$ cat src/assert_macros.svh
// Assertion macros shared by the motor safety monitor RTL.
`ifndef ASSERT_MACROS_SVH
`define ASSERT_MACROS_SVH

// Property a implies b in the same cycle, checked out of reset.
`define AST_IMP(label, clk, rst_n, a, b) \
    label: assert property (@(posedge clk) disable iff (!rst_n) (a) |-> (b)) \
        else $error("implication check failed");

// Property a implies b in the following cycle, checked out of reset.
`define AST_NEXT(label, clk, rst_n, a, b) \
    label: assert property (@(posedge clk) disable iff (!rst_n) (a) |=> (b)) \
        else $error("next-cycle check failed");

`endif

$ cat src/msm_pkg.sv
// Shared constants, types and functions of the motor safety monitor.
package msm_pkg;

    localparam int MOTORS    = 8;
    localparam int MOT_W     = 3;
    localparam int IDX_W     = 4;
    localparam int KINDS     = 7;
    localparam int LIMITS    = 5;
    localparam int LIM_DEPTH = MOTORS * LIMITS;
    localparam int LIM_AW    = 6;
    localparam int VAL_W     = 16;
    localparam int CNT_W     = 32;
    localparam int IN_W      = 96;
    localparam int OUT_W     = 144;

    localparam logic [3:0] OP_CHECK   = 4'd0;
    localparam logic [3:0] OP_TICK    = 4'd1;
    localparam logic [3:0] OP_FEED    = 4'd2;
    localparam logic [3:0] OP_LINK_OK = 4'd3;
    localparam logic [3:0] OP_ESTOP   = 4'd4;
    localparam logic [3:0] OP_ES_RST  = 4'd5;
    localparam logic [3:0] OP_CLR_T   = 4'd6;
    localparam logic [3:0] OP_CLR_ALL = 4'd7;
    localparam logic [3:0] OP_WR_LIM  = 4'd8;

    localparam logic [2:0] K_LINK  = 3'd4;
    localparam logic [2:0] K_ESTOP = 3'd5;
    localparam logic [2:0] K_WDOG  = 3'd6;

    localparam logic [2:0] FAIL_NONE  = 3'd0;
    localparam logic [2:0] FAIL_POS   = 3'd1;
    localparam logic [2:0] FAIL_VEL   = 3'd2;
    localparam logic [2:0] FAIL_TRQ   = 3'd3;
    localparam logic [2:0] FAIL_TEMP  = 3'd4;
    localparam logic [2:0] FAIL_MOTOR = 3'd5;

    localparam logic [2:0] LIM_PMIN = 3'd0;
    localparam logic [2:0] LIM_PMAX = 3'd1;
    localparam logic [2:0] LIM_VEL  = 3'd2;
    localparam logic [2:0] LIM_TRQ  = 3'd3;
    localparam logic [2:0] LIM_TEMP = 3'd4;

    localparam logic [1:0] CFG_MOTORS = 2'd0;
    localparam logic [1:0] CFG_WDOG   = 2'd1;
    localparam logic [1:0] CFG_LINK   = 2'd2;

    typedef struct packed {
        logic             load;
        logic             lim_rd;
        logic             lim_cmp;
        logic [2:0]       lim_k;
        logic             chk_eval;
        logic             wd_tick;
        logic             link_step;
        logic [MOT_W-1:0] link_idx;
        logic             apply_op;
        logic             out_load;
    } t_cmd;

    typedef struct packed {
        logic [3:0]       op;
        logic             motor_ok;
        logic [IDX_W-1:0] nvalid;
        logic             out_busy;
    } t_sts;

    function automatic logic [VAL_W-1:0] lim_reset(input logic [2:0] k);
        logic [VAL_W-1:0] v;
        unique case (k)
            LIM_PMIN: v = -16'sd804;
            LIM_PMAX: v = 16'sd804;
            LIM_VEL:  v = 16'sd2560;
            LIM_TRQ:  v = 16'sd1280;
            default:  v = 16'sd20480;
        endcase
        return v;
    endfunction

    function automatic logic [CNT_W-1:0] sat_inc(input logic [CNT_W-1:0] c);
        return (c == {CNT_W{1'b1}}) ? c : c + CNT_W'(1);
    endfunction

endpackage

$ cat src/msm_ram.sv
// Generic single-write, single-read RAM with registered read data.
module msm_ram #(
    parameter int WIDTH = 16,
    parameter int DEPTH = 40
) (
    input  logic                     i_clk,
    input  logic                     i_we,
    input  logic [$clog2(DEPTH)-1:0] i_waddr,
    input  logic [WIDTH-1:0]         i_wdata,
    input  logic [$clog2(DEPTH)-1:0] i_raddr,
    output logic [WIDTH-1:0]         o_rdata
);
    logic [WIDTH-1:0] r_mem [DEPTH];
    logic [WIDTH-1:0] r_q;

    always_ff @(posedge i_clk) begin
        if (i_we) begin
            r_mem[i_waddr] <= i_wdata;
        end
        r_q <= r_mem[i_raddr];
    end

    assign o_rdata = r_q;
endmodule

$ cat src/msm_ctrl.sv
// Controller state machine that sequences each item through the datapath.
module msm_ctrl (
    input  logic          i_clk,
    input  logic          i_rst_n,
    input  logic          i_s_tvalid,
    output logic          o_s_tready,
    input  msm_pkg::t_sts i_sts,
    output msm_pkg::t_cmd o_cmd
);
    localparam logic [2:0] S_IDLE = 3'd0;
    localparam logic [2:0] S_DEC  = 3'd1;
    localparam logic [2:0] S_LIM  = 3'd2;
    localparam logic [2:0] S_EVAL = 3'd3;
    localparam logic [2:0] S_WDOG = 3'd4;
    localparam logic [2:0] S_LINK = 3'd5;
    localparam logic [2:0] S_OP   = 3'd6;
    localparam logic [2:0] S_OUT  = 3'd7;

    logic [2:0]                r_state, n_state;
    logic [2:0]                r_k, n_k;
    logic [msm_pkg::MOT_W-1:0] r_idx, n_idx;

    always_ff @(posedge i_clk) begin
        if (!i_rst_n) begin
            r_state <= S_IDLE;
            r_k     <= '0;
            r_idx   <= '0;
        end else begin
            r_state <= n_state;
            r_k     <= n_k;
            r_idx   <= n_idx;
        end
    end

    assign o_s_tready = (r_state == S_IDLE);

    always_comb begin
        n_state = r_state;
        n_k     = r_k;
        n_idx   = r_idx;
        o_cmd   = '0;
        o_cmd.lim_k    = r_k;
        o_cmd.link_idx = r_idx;
        unique case (r_state)
            S_IDLE: begin
                if (i_s_tvalid) begin
                    o_cmd.load = 1'b1;
                    n_state    = S_DEC;
                end
            end
            S_DEC: begin
                n_k   = '0;
                n_idx = '0;
                case (i_sts.op)
                    msm_pkg::OP_CHECK: n_state = i_sts.motor_ok ? S_LIM : S_EVAL;
                    msm_pkg::OP_TICK:  n_state = S_WDOG;
                    default:           n_state = S_OP;
                endcase
            end
            S_LIM: begin
                o_cmd.lim_rd  = (r_k < 3'(msm_pkg::LIMITS));
                o_cmd.lim_cmp = (r_k != 3'd0);
                n_k = r_k + 3'd1;
                if (r_k == 3'(msm_pkg::LIMITS)) begin
                    n_state = S_EVAL;
                end
            end
            S_EVAL: begin
                o_cmd.chk_eval = 1'b1;
                n_state        = S_OUT;
            end
            S_WDOG: begin
                o_cmd.wd_tick = 1'b1;
                n_state = (i_sts.nvalid == '0) ? S_OUT : S_LINK;
            end
            S_LINK: begin
                o_cmd.link_step = 1'b1;
                n_idx = r_idx + 1'b1;
                if ({1'b0, r_idx} + 4'd1 == i_sts.nvalid) begin
                    n_state = S_OUT;
                end
            end
            S_OP: begin
                o_cmd.apply_op = 1'b1;
                n_state        = S_OUT;
            end
            S_OUT: begin
                if (!i_sts.out_busy) begin
                    o_cmd.out_load = 1'b1;
                    n_state        = S_IDLE;
                end
            end
            default: n_state = S_IDLE;
        endcase
    end
endmodule

$ cat src/msm_datapath.sv
// Datapath holding limits, flags, silence counters, event counters and the result.
module msm_datapath (
    input  logic                        i_clk,
    input  logic                        i_rst_n,
    input  msm_pkg::t_cmd               i_cmd,
    output msm_pkg::t_sts               o_sts,
    input  logic [3:0]                  i_s_tuser,
    input  logic [msm_pkg::IN_W-1:0]    i_s_tdata,
    input  logic                        i_cfg_valid,
    input  logic [1:0]                  i_cfg_addr,
    input  logic [msm_pkg::CNT_W-1:0]   i_cfg_data,
    output logic                        o_m_tvalid,
    input  logic                        i_m_tready,
    output logic [msm_pkg::OUT_W-1:0]   o_m_tdata
);
    localparam int MW = msm_pkg::MOT_W;
    localparam int CW = msm_pkg::CNT_W;

    logic [3:0]                  r_op;
    logic [3:0]                  r_motor;
    logic signed [15:0]          r_pos, r_vel, r_trq, r_tmp, r_lval;
    logic [2:0]                  r_sel, r_kind;
    logic                        r_all;

    logic [3:0]                  r_miu;
    logic [CW-1:0]               r_wd_lim, r_link_lim;

    logic [msm_pkg::KINDS-1:0]   r_flags [msm_pkg::MOTORS];
    logic [msm_pkg::KINDS-1:0]   n_flags [msm_pkg::MOTORS];
    logic [CW-1:0]               r_link [msm_pkg::MOTORS];
    logic [CW-1:0]               n_link [msm_pkg::MOTORS];
    logic [CW-1:0]               r_wd, n_wd;
    logic                        r_estop, n_estop;
    logic [CW-1:0]               r_c_new, n_c_new, r_c_es, n_c_es;
    logic [CW-1:0]               r_c_wd, n_c_wd, r_c_link, n_c_link;
    logic [msm_pkg::LIM_DEPTH-1:0] r_lvld, n_lvld;

    logic [2:0]                  r_fail, n_fail;
    logic                        r_within, n_within;
    logic                        r_rd_vld;
    logic [2:0]                  r_rd_k;

    logic                        r_oval;
    logic [msm_pkg::OUT_W-1:0]   r_odata;

    logic [msm_pkg::IDX_W-1:0]   nvalid;
    logic                        motor_ok;
    logic [msm_pkg::LIM_AW-1:0]  base, raddr, waddr;
    logic                        we;
    logic [msm_pkg::VAL_W-1:0]   ram_q, lim;
    logic signed [16:0]          lim_x, pos_x, vel_a, trq_a, tmp_x;
    logic                        cmp_bad;
    logic [MW-1:0]               fa;
    logic [2:0]                  rk;
    logic                        rdo;
    logic [CW-1:0]               ls_inc, wd_inc;
    logic                        any;
    logic [msm_pkg::KINDS-1:0]   mflags;

    assign nvalid   = (r_miu < 4'(msm_pkg::MOTORS)) ? r_miu : 4'(msm_pkg::MOTORS);
    assign motor_ok = r_motor < nvalid;
    assign base     = msm_pkg::LIM_AW'(r_motor[MW-1:0]) * msm_pkg::LIM_AW'(msm_pkg::LIMITS);
    assign raddr    = base + msm_pkg::LIM_AW'(i_cmd.lim_k);
    assign waddr    = base + msm_pkg::LIM_AW'(r_sel);
    assign we       = i_cmd.apply_op && (r_op == msm_pkg::OP_WR_LIM) && motor_ok
                      && (r_sel < 3'(msm_pkg::LIMITS));

    msm_ram #(.WIDTH(msm_pkg::VAL_W), .DEPTH(msm_pkg::LIM_DEPTH)) u_lim_ram (
        .i_clk   (i_clk),
        .i_we    (we),
        .i_waddr (waddr),
        .i_wdata (r_lval),
        .i_raddr (raddr),
        .o_rdata (ram_q)
    );

    assign lim   = r_rd_vld ? ram_q : msm_pkg::lim_reset(r_rd_k);
    assign lim_x = 17'(signed'(lim));
    assign pos_x = 17'(r_pos);
    assign vel_a = (r_vel < 0) ? -17'(r_vel) : 17'(r_vel);
    assign trq_a = (r_trq < 0) ? -17'(r_trq) : 17'(r_trq);
    assign tmp_x = 17'(r_tmp);

    always_comb begin
        case (r_rd_k)
            msm_pkg::LIM_PMIN: cmp_bad = pos_x < lim_x;
            msm_pkg::LIM_PMAX: cmp_bad = pos_x > lim_x;
            msm_pkg::LIM_VEL:  cmp_bad = vel_a > lim_x;
            msm_pkg::LIM_TRQ:  cmp_bad = trq_a > lim_x;
            default:           cmp_bad = tmp_x > lim_x;
        endcase
    end

    assign fa     = i_cmd.link_step ? i_cmd.link_idx :
                    (i_cmd.wd_tick ? '0 : r_motor[MW-1:0]);
    assign ls_inc = msm_pkg::sat_inc(r_link[fa]);
    assign wd_inc = msm_pkg::sat_inc(r_wd);
    assign rk     = (r_fail == msm_pkg::FAIL_NONE) ? 3'd0 : r_fail - 3'd1;
    assign rdo    = (i_cmd.chk_eval && motor_ok && r_fail != msm_pkg::FAIL_NONE)
                 || (i_cmd.wd_tick && wd_inc > r_wd_lim)
                 || (i_cmd.link_step && ls_inc > r_link_lim);

    always_comb begin
        logic [2:0] kind;
        kind = i_cmd.link_step ? msm_pkg::K_LINK :
               (i_cmd.wd_tick ? msm_pkg::K_WDOG : rk);
        n_flags  = r_flags;
        n_link   = r_link;
        n_wd     = r_wd;
        n_estop  = r_estop;
        n_c_new  = r_c_new;
        n_c_es   = r_c_es;
        n_c_wd   = r_c_wd;
        n_c_link = r_c_link;
        n_lvld   = r_lvld;
        n_fail   = r_fail;
        n_within = r_within;
        if (i_cmd.load) begin
            n_fail   = msm_pkg::FAIL_NONE;
            n_within = 1'b0;
        end
        if (i_cmd.lim_cmp && r_fail == msm_pkg::FAIL_NONE && cmp_bad) begin
            n_fail = (r_rd_k == msm_pkg::LIM_PMIN) ? msm_pkg::FAIL_POS : r_rd_k;
        end
        if (i_cmd.chk_eval) begin
            if (!motor_ok) begin
                n_fail = msm_pkg::FAIL_MOTOR;
            end else if (r_fail == msm_pkg::FAIL_NONE) begin
                n_within = 1'b1;
            end
        end
        if (i_cmd.wd_tick) begin
            n_wd = wd_inc;
            if (wd_inc > r_wd_lim) begin
                n_c_wd = msm_pkg::sat_inc(r_c_wd);
            end
        end
        if (i_cmd.link_step) begin
            n_link[fa] = ls_inc;
            if (ls_inc > r_link_lim) begin
                n_c_link = msm_pkg::sat_inc(r_c_link);
            end
        end
        if (rdo && !r_flags[fa][kind]) begin
            n_flags[fa][kind] = 1'b1;
            n_c_new = msm_pkg::sat_inc(r_c_new);
        end
        if (i_cmd.apply_op) begin
            case (r_op)
                msm_pkg::OP_FEED: n_wd = '0;
                msm_pkg::OP_LINK_OK: begin
                    if (motor_ok) begin
                        n_link[r_motor[MW-1:0]] = '0;
                    end
                end
                msm_pkg::OP_ESTOP: begin
                    n_estop = 1'b1;
                    n_c_es  = msm_pkg::sat_inc(r_c_es);
                    if (motor_ok) begin
                        n_flags[r_motor[MW-1:0]][msm_pkg::K_ESTOP] = 1'b1;
                    end
                end
                msm_pkg::OP_ES_RST: begin
                    n_estop = 1'b0;
                    for (int m = 0; m < msm_pkg::MOTORS; m++) begin
                        n_flags[m][msm_pkg::K_ESTOP] = 1'b0;
                    end
                end
                msm_pkg::OP_CLR_T: begin
                    if (r_kind < 3'(msm_pkg::KINDS)) begin
                        if (r_all) begin
                            for (int m = 0; m < msm_pkg::MOTORS; m++) begin
                                n_flags[m][r_kind] = 1'b0;
                            end
                        end else if (r_motor < 4'(msm_pkg::MOTORS)) begin
                            n_flags[r_motor[MW-1:0]][r_kind] = 1'b0;
                        end
                    end
                end
                msm_pkg::OP_CLR_ALL: begin
                    for (int m = 0; m < msm_pkg::MOTORS; m++) begin
                        n_flags[m] = '0;
                    end
                end
                msm_pkg::OP_WR_LIM: begin
                    if (we) begin
                        n_lvld[waddr] = 1'b1;
                    end
                end
                default: ;
            endcase
        end
    end

    always_comb begin
        any = 1'b0;
        for (int m = 0; m < msm_pkg::MOTORS; m++) begin
            any = any | (|r_flags[m]);
        end
        mflags = (r_motor < 4'(msm_pkg::MOTORS)) ? r_flags[r_motor[MW-1:0]] : '0;
    end

    always_ff @(posedge i_clk) begin
        if (!i_rst_n) begin
            r_miu      <= 4'd8;
            r_wd_lim   <= CW'(100);
            r_link_lim <= CW'(10);
            for (int m = 0; m < msm_pkg::MOTORS; m++) begin
                r_flags[m] <= '0;
                r_link[m]  <= '0;
            end
            r_wd     <= '0;
            r_estop  <= 1'b0;
            r_c_new  <= '0;
            r_c_es   <= '0;
            r_c_wd   <= '0;
            r_c_link <= '0;
            r_lvld   <= '0;
            r_oval   <= 1'b0;
        end else begin
            if (i_cfg_valid) begin
                unique case (i_cfg_addr)
                    msm_pkg::CFG_MOTORS: r_miu      <= i_cfg_data[3:0];
                    msm_pkg::CFG_WDOG:   r_wd_lim   <= i_cfg_data;
                    msm_pkg::CFG_LINK:   r_link_lim <= i_cfg_data;
                    default: ;
                endcase
            end
            r_flags  <= n_flags;
            r_link   <= n_link;
            r_wd     <= n_wd;
            r_estop  <= n_estop;
            r_c_new  <= n_c_new;
            r_c_es   <= n_c_es;
            r_c_wd   <= n_c_wd;
            r_c_link <= n_c_link;
            r_lvld   <= n_lvld;
            if (i_cmd.out_load) begin
                r_oval <= 1'b1;
            end else if (i_m_tready) begin
                r_oval <= 1'b0;
            end
        end
    end

    always_ff @(posedge i_clk) begin
        if (i_cmd.load) begin
            r_op    <= i_s_tuser;
            r_motor <= i_s_tdata[3:0];
            r_pos   <= i_s_tdata[19:4];
            r_vel   <= i_s_tdata[35:20];
            r_trq   <= i_s_tdata[51:36];
            r_tmp   <= i_s_tdata[67:52];
            r_sel   <= i_s_tdata[70:68];
            r_lval  <= i_s_tdata[86:71];
            r_kind  <= i_s_tdata[89:87];
            r_all   <= i_s_tdata[90];
        end
        r_fail   <= n_fail;
        r_within <= n_within;
        if (i_cmd.lim_rd) begin
            r_rd_vld <= r_lvld[raddr];
            r_rd_k   <= i_cmd.lim_k;
        end
        if (i_cmd.out_load) begin
            r_odata <= {3'b000, r_c_link, r_c_wd, r_c_es, r_c_new, mflags, any,
                        r_estop, r_fail, r_within};
        end
    end

    assign o_sts.op       = r_op;
    assign o_sts.motor_ok = motor_ok;
    assign o_sts.nvalid   = nvalid;
    assign o_sts.out_busy = r_oval && !i_m_tready;
    assign o_m_tvalid     = r_oval;
    assign o_m_tdata      = r_odata;
endmodule

$ cat src/motor_safety_monitor_core.sv
// Top level of the motor safety monitor: controller, datapath and checks.
// One item is processed at a time. Feed, link ok, estop, estop reset, clears and
// limit writes pass the decode, apply and output states; a check reads the five
// limits one per cycle from the limit RAM and compares them (an invalid motor
// skips the reads); a tick steps the watchdog, then sweeps the link-silence
// counters of the motors in use. The result sits in an output register, and a
// new item is taken once that result is loaded. Configuration is always ready.
`include "assert_macros.svh"

module motor_safety_monitor_core (
    input  logic                      i_clk,
    input  logic                      i_rst_n,
    input  logic                      s_tvalid,
    output logic                      s_tready,
    // motor[3:0], position[19:4], velocity[35:20], torque[51:36],
    // temperature[67:52], limit_select[70:68], limit_value[86:71],
    // violation_kind[89:87], all_motors[90], zero fill[95:91]
    input  logic [msm_pkg::IN_W-1:0]  s_tdata,
    // operation[3:0]
    input  logic [3:0]                s_tuser,
    output logic                      m_tvalid,
    input  logic                      m_tready,
    // within_limits[0], failed_check[3:1], estop_active[4], any_active[5],
    // motor_flags[12:6], new_violations[44:13], estop_events[76:45],
    // watchdog_events[108:77], link_events[140:109], zero fill[143:141]
    output logic [msm_pkg::OUT_W-1:0] m_tdata,
    input  logic                      i_cfg_valid,
    output logic                      o_cfg_ready,
    input  logic [1:0]                i_cfg_addr,
    input  logic [msm_pkg::CNT_W-1:0] i_cfg_data
);
    msm_pkg::t_cmd cmd;
    msm_pkg::t_sts sts;

    assign o_cfg_ready = 1'b1;

    msm_ctrl u_ctrl (
        .i_clk      (i_clk),
        .i_rst_n    (i_rst_n),
        .i_s_tvalid (s_tvalid),
        .o_s_tready (s_tready),
        .i_sts      (sts),
        .o_cmd      (cmd)
    );

    msm_datapath u_dp (
        .i_clk       (i_clk),
        .i_rst_n     (i_rst_n),
        .i_cmd       (cmd),
        .o_sts       (sts),
        .i_s_tuser   (s_tuser),
        .i_s_tdata   (s_tdata),
        .i_cfg_valid (i_cfg_valid),
        .i_cfg_addr  (i_cfg_addr),
        .i_cfg_data  (i_cfg_data),
        .o_m_tvalid  (m_tvalid),
        .i_m_tready  (m_tready),
        .o_m_tdata   (m_tdata)
    );

    `AST_NEXT(a_busy_after_in, i_clk, i_rst_n, s_tvalid && s_tready, !s_tready)
    `AST_IMP(a_within_no_fail, i_clk, i_rst_n, m_tvalid && m_tdata[0], m_tdata[3:1] == 3'd0)
    `AST_IMP(a_estop_counted, i_clk, i_rst_n, m_tvalid && m_tdata[4], m_tdata[76:45] != 32'd0)
endmodule

$ cat config.mk
export PLATFORM = sky130hd
export DESIGN_NAME = motor_safety_monitor_core
export DESIGN_NICKNAME = d
export VERILOG_FILES = /design/src/msm_pkg.sv /design/src/msm_ram.sv /design/src/msm_ctrl.sv /design/src/msm_datapath.sv /design/src/motor_safety_monitor_core.sv
export VERILOG_INCLUDE_DIRS = /design/src /design/src/src
export SDC_FILE = /design/constraint.sdc
export NUM_CORES = 2
export LEC_CHECK = 0
export ABC_AREA = 1
export BUFFER_PORTS_ARGS = -buffer_cell sky130_fd_sc_hd__buf_2
export CAP_MARGIN = 20
export CORE_ASPECT_RATIO = 0.5
export CORE_MARGIN = 2
export CORE_UTILIZATION = 55
export CTS_CLUSTER_SIZE = 24
export DETAILED_ROUTE_END_ITERATION = 7
export MAX_ROUTING_LAYER = met4
export PLACE_DENSITY = 0.72
export SLEW_MARGIN = 20
export SYNTH_ARGS = -nofsm -noshare
export SYNTH_HDL_FRONTEND = slang
export SYNTH_HIERARCHICAL = 1
export SYNTH_SLANG_ARGS = --single-unit
$ cat constraint.sdc
create_clock -name i_clk -period 17.4 [get_ports i_clk]
set_clock_uncertainty 0.05 [all_clocks]
set_input_delay 0.87 -clock i_clk [delete_from_list [all_inputs] [get_ports i_clk]]
set_output_delay 0.87 -clock i_clk [all_outputs]
set_load 0.02 [all_outputs]
==> results.tsv <==
stage	metric	value	unit
sta	setup TNS	0	ns
floorplanning	Initial Util	55.2	%
setup_path	slowest stage delay, CP	0.82	ns
logic_synthesis	Primary FF master, synth	edfxtp_1	
global_routing	global routing usage on met3	4.35	%
drt	number of vias in the routed layout	57878	
sta	Setup Viol. Count Final	0	
logic_synthesis	post-synthesis register bit count	1491	
floorplanning	die height	258	um
hold_path	Worst Hold Depth	1	
clock_tree	hold buffers post-CTS	0	
power_and_ir_drop	VDD IR-drop max	0.108	mV
sta	fmax	0.0981	GHz
clock_tree	H-tree depth	4	
floorplanning	DIE AREA	132000	um^2
logic_synthesis	post-synth design cell area	70800	um^2
clock_tree	Clock Sinks	1491	
sta	final-report hold violation count	0	
cells_and_area	area grow syn2layout	10.5	%
global_routing	initial antenna violation count	16	
setup_path	reg2reg end	u_dp/r_c_new[6]	
clock_tree	clock latency on the worst-skew pair	0.80	ns
logic_synthesis	Mapped Cells	8268	
power_and_ir_drop	Power Density	143	nW/um^2
setup_path	Worst Path Required	17.96	ns
hold_path	Hold/Removal Path Class	input pin to flop	
clock_tree	CTS tree	done	
setup_path	nature of the critical path endpoint	flop	
logic_synthesis	Synth cell types	55	
setup_path	CP Data Arrival Time	10.75	ns
global_routing	Top Usage Layer GRT	met2	
drt	drt total wl	198000	um
placed_design	dpl hpwl	123000	um
sta	clock period minus worst slack	10.19	ns
run	total of max-cap violations	0	
global_routing	met1 Use GR	39.5	%
global_routing	gr ovfl total	0	
clock_tree	CTS resizes	0	
cells_and_area	final core occ	61.0	%
clock_tree	clk root buf	clkbuf_16	
logic_synthesis	Post-synth ARST share	0	%
floorplanning	core area	128000	um^2
cells_and_area	fin nets	8709	
global_routing	first-pass GRT wire length	303000	um
global_routing	Total GRT Usage	30.2	%
cells_and_area	commonest non-fill, non-tap cell in the layout	nand2_1	
drt	DR vias/cell	5.65	
clock_tree	Post-CTS Setup Repair Bufs	0	
drt	Routed WL per cell	19.3	um
placed_design	I/O Buffers	276	
setup_path	FF-to-FF path depth	38	
sta	actual slew at the worst max-slew pin	1.13	ns
sta	max-slew violations	0	
hold_path	Worst Hold End	u_dp/r_lval[15]	
hold_path	hold_sp	s_tdata[86]	
sta	unrepaired setup endpoints after global routing	no	
setup_path	worst-path fanout max	87	
setup_path	R2R Setup Slk	7.21	ns
logic_synthesis	Post-synth EDFFs	880	
drt	post-route ant nets	0	
drt	Initial DRC Count	6857	
global_routing	largest net degree at the start of global routing	188	
logic_synthesis	yosys warns	6	
setup_path	Setup Crit Path Kind	flop to flop	
setup_path	nature of the critical path startpoint	flop	
sta	slew margin rel.	24.1	%
clock_tree	CTS Buf Count	134	
placed_design	Placer Congestion	0.973	
setup_path	Slowest cell on crit path	buf_4	
cells_and_area	most frequent cells in the layout	nand2_1, edfxtp_1, inv_1, nand3_1, dfxtp_1	
setup_path	reg2reg start	u_ctrl/r_state[2]	
logic_synthesis	Seq/Total Area, Yosys	54.6	%
status	status	complete, no violations	
global_routing	vias in the first global route	53282	
clock_tree	CTS max path bufs	3	
floorplanning	io pins	286	
sta	post-route clock period utilization	58.6	%
clock_tree	clk slew on worst S/H paths	0.07	ns
power_and_ir_drop	P_leak	31.6	nW
logic_synthesis	Syn Area/Cell	8.56	um^2
cells_and_area	share of post-route cells with drive strength above 1	8.29	%
global_routing	met2 Usage GRT	47.4	%
drt	DR DRC count	0	
drt	DR pass1 iterations	8	
floorplanning	num rows	93	
floorplanning	die width	511	um
setup_path	most used cell, CP	nand2_1	
-- metal layers --
layer	up-vias	part of all wire, %
li1	27882	-
met1	27127	41
met2	2449	47
met3	420	8.2
met4	0	3.7
met5	-	0
-- worst max-delay path by stage --
stage                                 start           endpoint  slack [ns]  depth (start not counted)
after floorplan                    m_tready  u_dp/o_m_tdata[0]        9.90                          2
after global placement    u_ctrl/r_state[2]   u_dp/r_c_new[27]        7.43                         38
after detailed placement  u_ctrl/r_state[2]    u_dp/r_c_new[2]        7.35                         38
after CTS                 u_ctrl/r_state[2]    u_dp/r_c_new[2]        7.33                         38
after global routing      u_ctrl/r_state[2]    u_dp/r_c_new[5]        6.55                         38
final                     u_ctrl/r_state[2]    u_dp/r_c_new[6]        7.21                         38
-- cell usage after synthesis, types with 5 or more instances --
cell / number / area share [%]
buf_4: 51 / 0.54
o211ai_1: 24 / 0.25
nand3b_1: 7 / 0.074
o21ai_1: 21 / 0.15
o221ai_1: 16 / 0.20
o21bai_1: 84 / 0.89
nand2_2: 14 / 0.12
and3_1: 5 / 0.044
edfxtp_1: 880 / 37
nand2_1: 2204 / 12
nand3_1: 823 / 5.8
a21oi_1: 520 / 3.7
o21a_1: 57 / 0.60
dfxtp_1: 611 / 17
a31oi_1: 6 / 0.053
inv_1: 875 / 4.6
a41oi_1: 8 / 0.099
nor2_1: 569 / 3.0
o21ai_0: 403 / 2.8
buf_1: 28 / 0.15
nand4_1: 147 / 1.3
buf_6: 26 / 0.41
inv_2: 12 / 0.064
clkbuf_1: 199 / 1.1
o22ai_1: 27 / 0.24
xor2_1: 93 / 1.2
nor3_1: 121 / 0.86
a22oi_1: 13 / 0.14
ha_1: 156 / 2.8
a211oi_1: 7 / 0.074
clkinv_1: 6 / 0.032
xnor2_1: 29 / 0.36
a221oi_1: 7 / 0.087
nor2_2: 15 / 0.13
nor4_1: 59 / 0.52
buf_2: 97 / 0.69
nor3b_1: 10 / 0.11
-- flip-flops by register name, summed over array words and instances (netlist names), 4 cells and up --
signal / flops
u_dp/o_m_tdata: 141
u_dp/r_c_es: 32
u_dp/r_c_link: 32
u_dp/r_c_new: 32
u_dp/r_c_wd: 32
u_dp/r_flags: 56
u_dp/r_link: 256
u_dp/r_link_lim: 32
u_dp/r_lval: 16
u_dp/r_lvld: 40
u_dp/r_miu: 4
u_dp/r_motor: 4
u_dp/r_op: 4
u_dp/r_pos: 16
u_dp/r_tmp: 16
u_dp/r_trq: 16
u_dp/r_vel: 16
u_dp/r_wd: 32
u_dp/r_wd_lim: 32
u_dp/u_lim_ram/o_rdata: 16
u_dp/u_lim_ram/r_mem: 640
-- cells by family after synthesis --
kind of cell	synth area share (%)
buffers and inverters	7.58
xor gates and xnor gates	1.58
adders and majority gates	2.81
other	0.0106
DFF	54.6
and+or+nand+nor	23.9
AOI/OAI and AO/OA	9.51
-- metrics by stage --
step           area, um^2  power [mW]  hold slack [ns]  cells  setup WS, ns
2_1_floorplan       70800        6.84            0.352   8272          9.90
3_3_place_gp        73500        7.96            0.364   9981          7.43
3_5_place_dp        73600        8.04            0.365   9983          7.35
4_1_cts             78200        11.1            0.150  10231          7.33
5_1_grt             78200        11.8            0.166  10246          6.55
6_report            78300        11.2            0.197  10247          7.21
-- final cells by class --
cell class,instances,area [um^2]
clock buffer,172,3630
multi-input combinational,5487,27000
clock inverter,76,973
tap,1710,2140
fill,11038,50000
antenna,13,32.5
sequential,1491,38700
inverter,893,3370
timing repair buffer,405,2440
-- worst max-delay path, delay by kind of cell (launching register included) --
kind	cells	cell delay, ns
and+or+nand+nor	27	4.92
buffers and inverters	8	3.71
adders and majority gates	2	0.70
DFF	1	0.51
AOI/OAI and AO/OA	1	0.06
-- report_power, final --
group	leakage, nW	switching (mW)	internal [mW]	total (mW)
clock	2.24	1.40	1.72	3.12
sequential	12.9	0.123	3.99	4.11
combinational	16.5	2.92	1.04	3.96
total	31.6	4.44	6.74	11.2
Power figures use the tool's default switching activity.
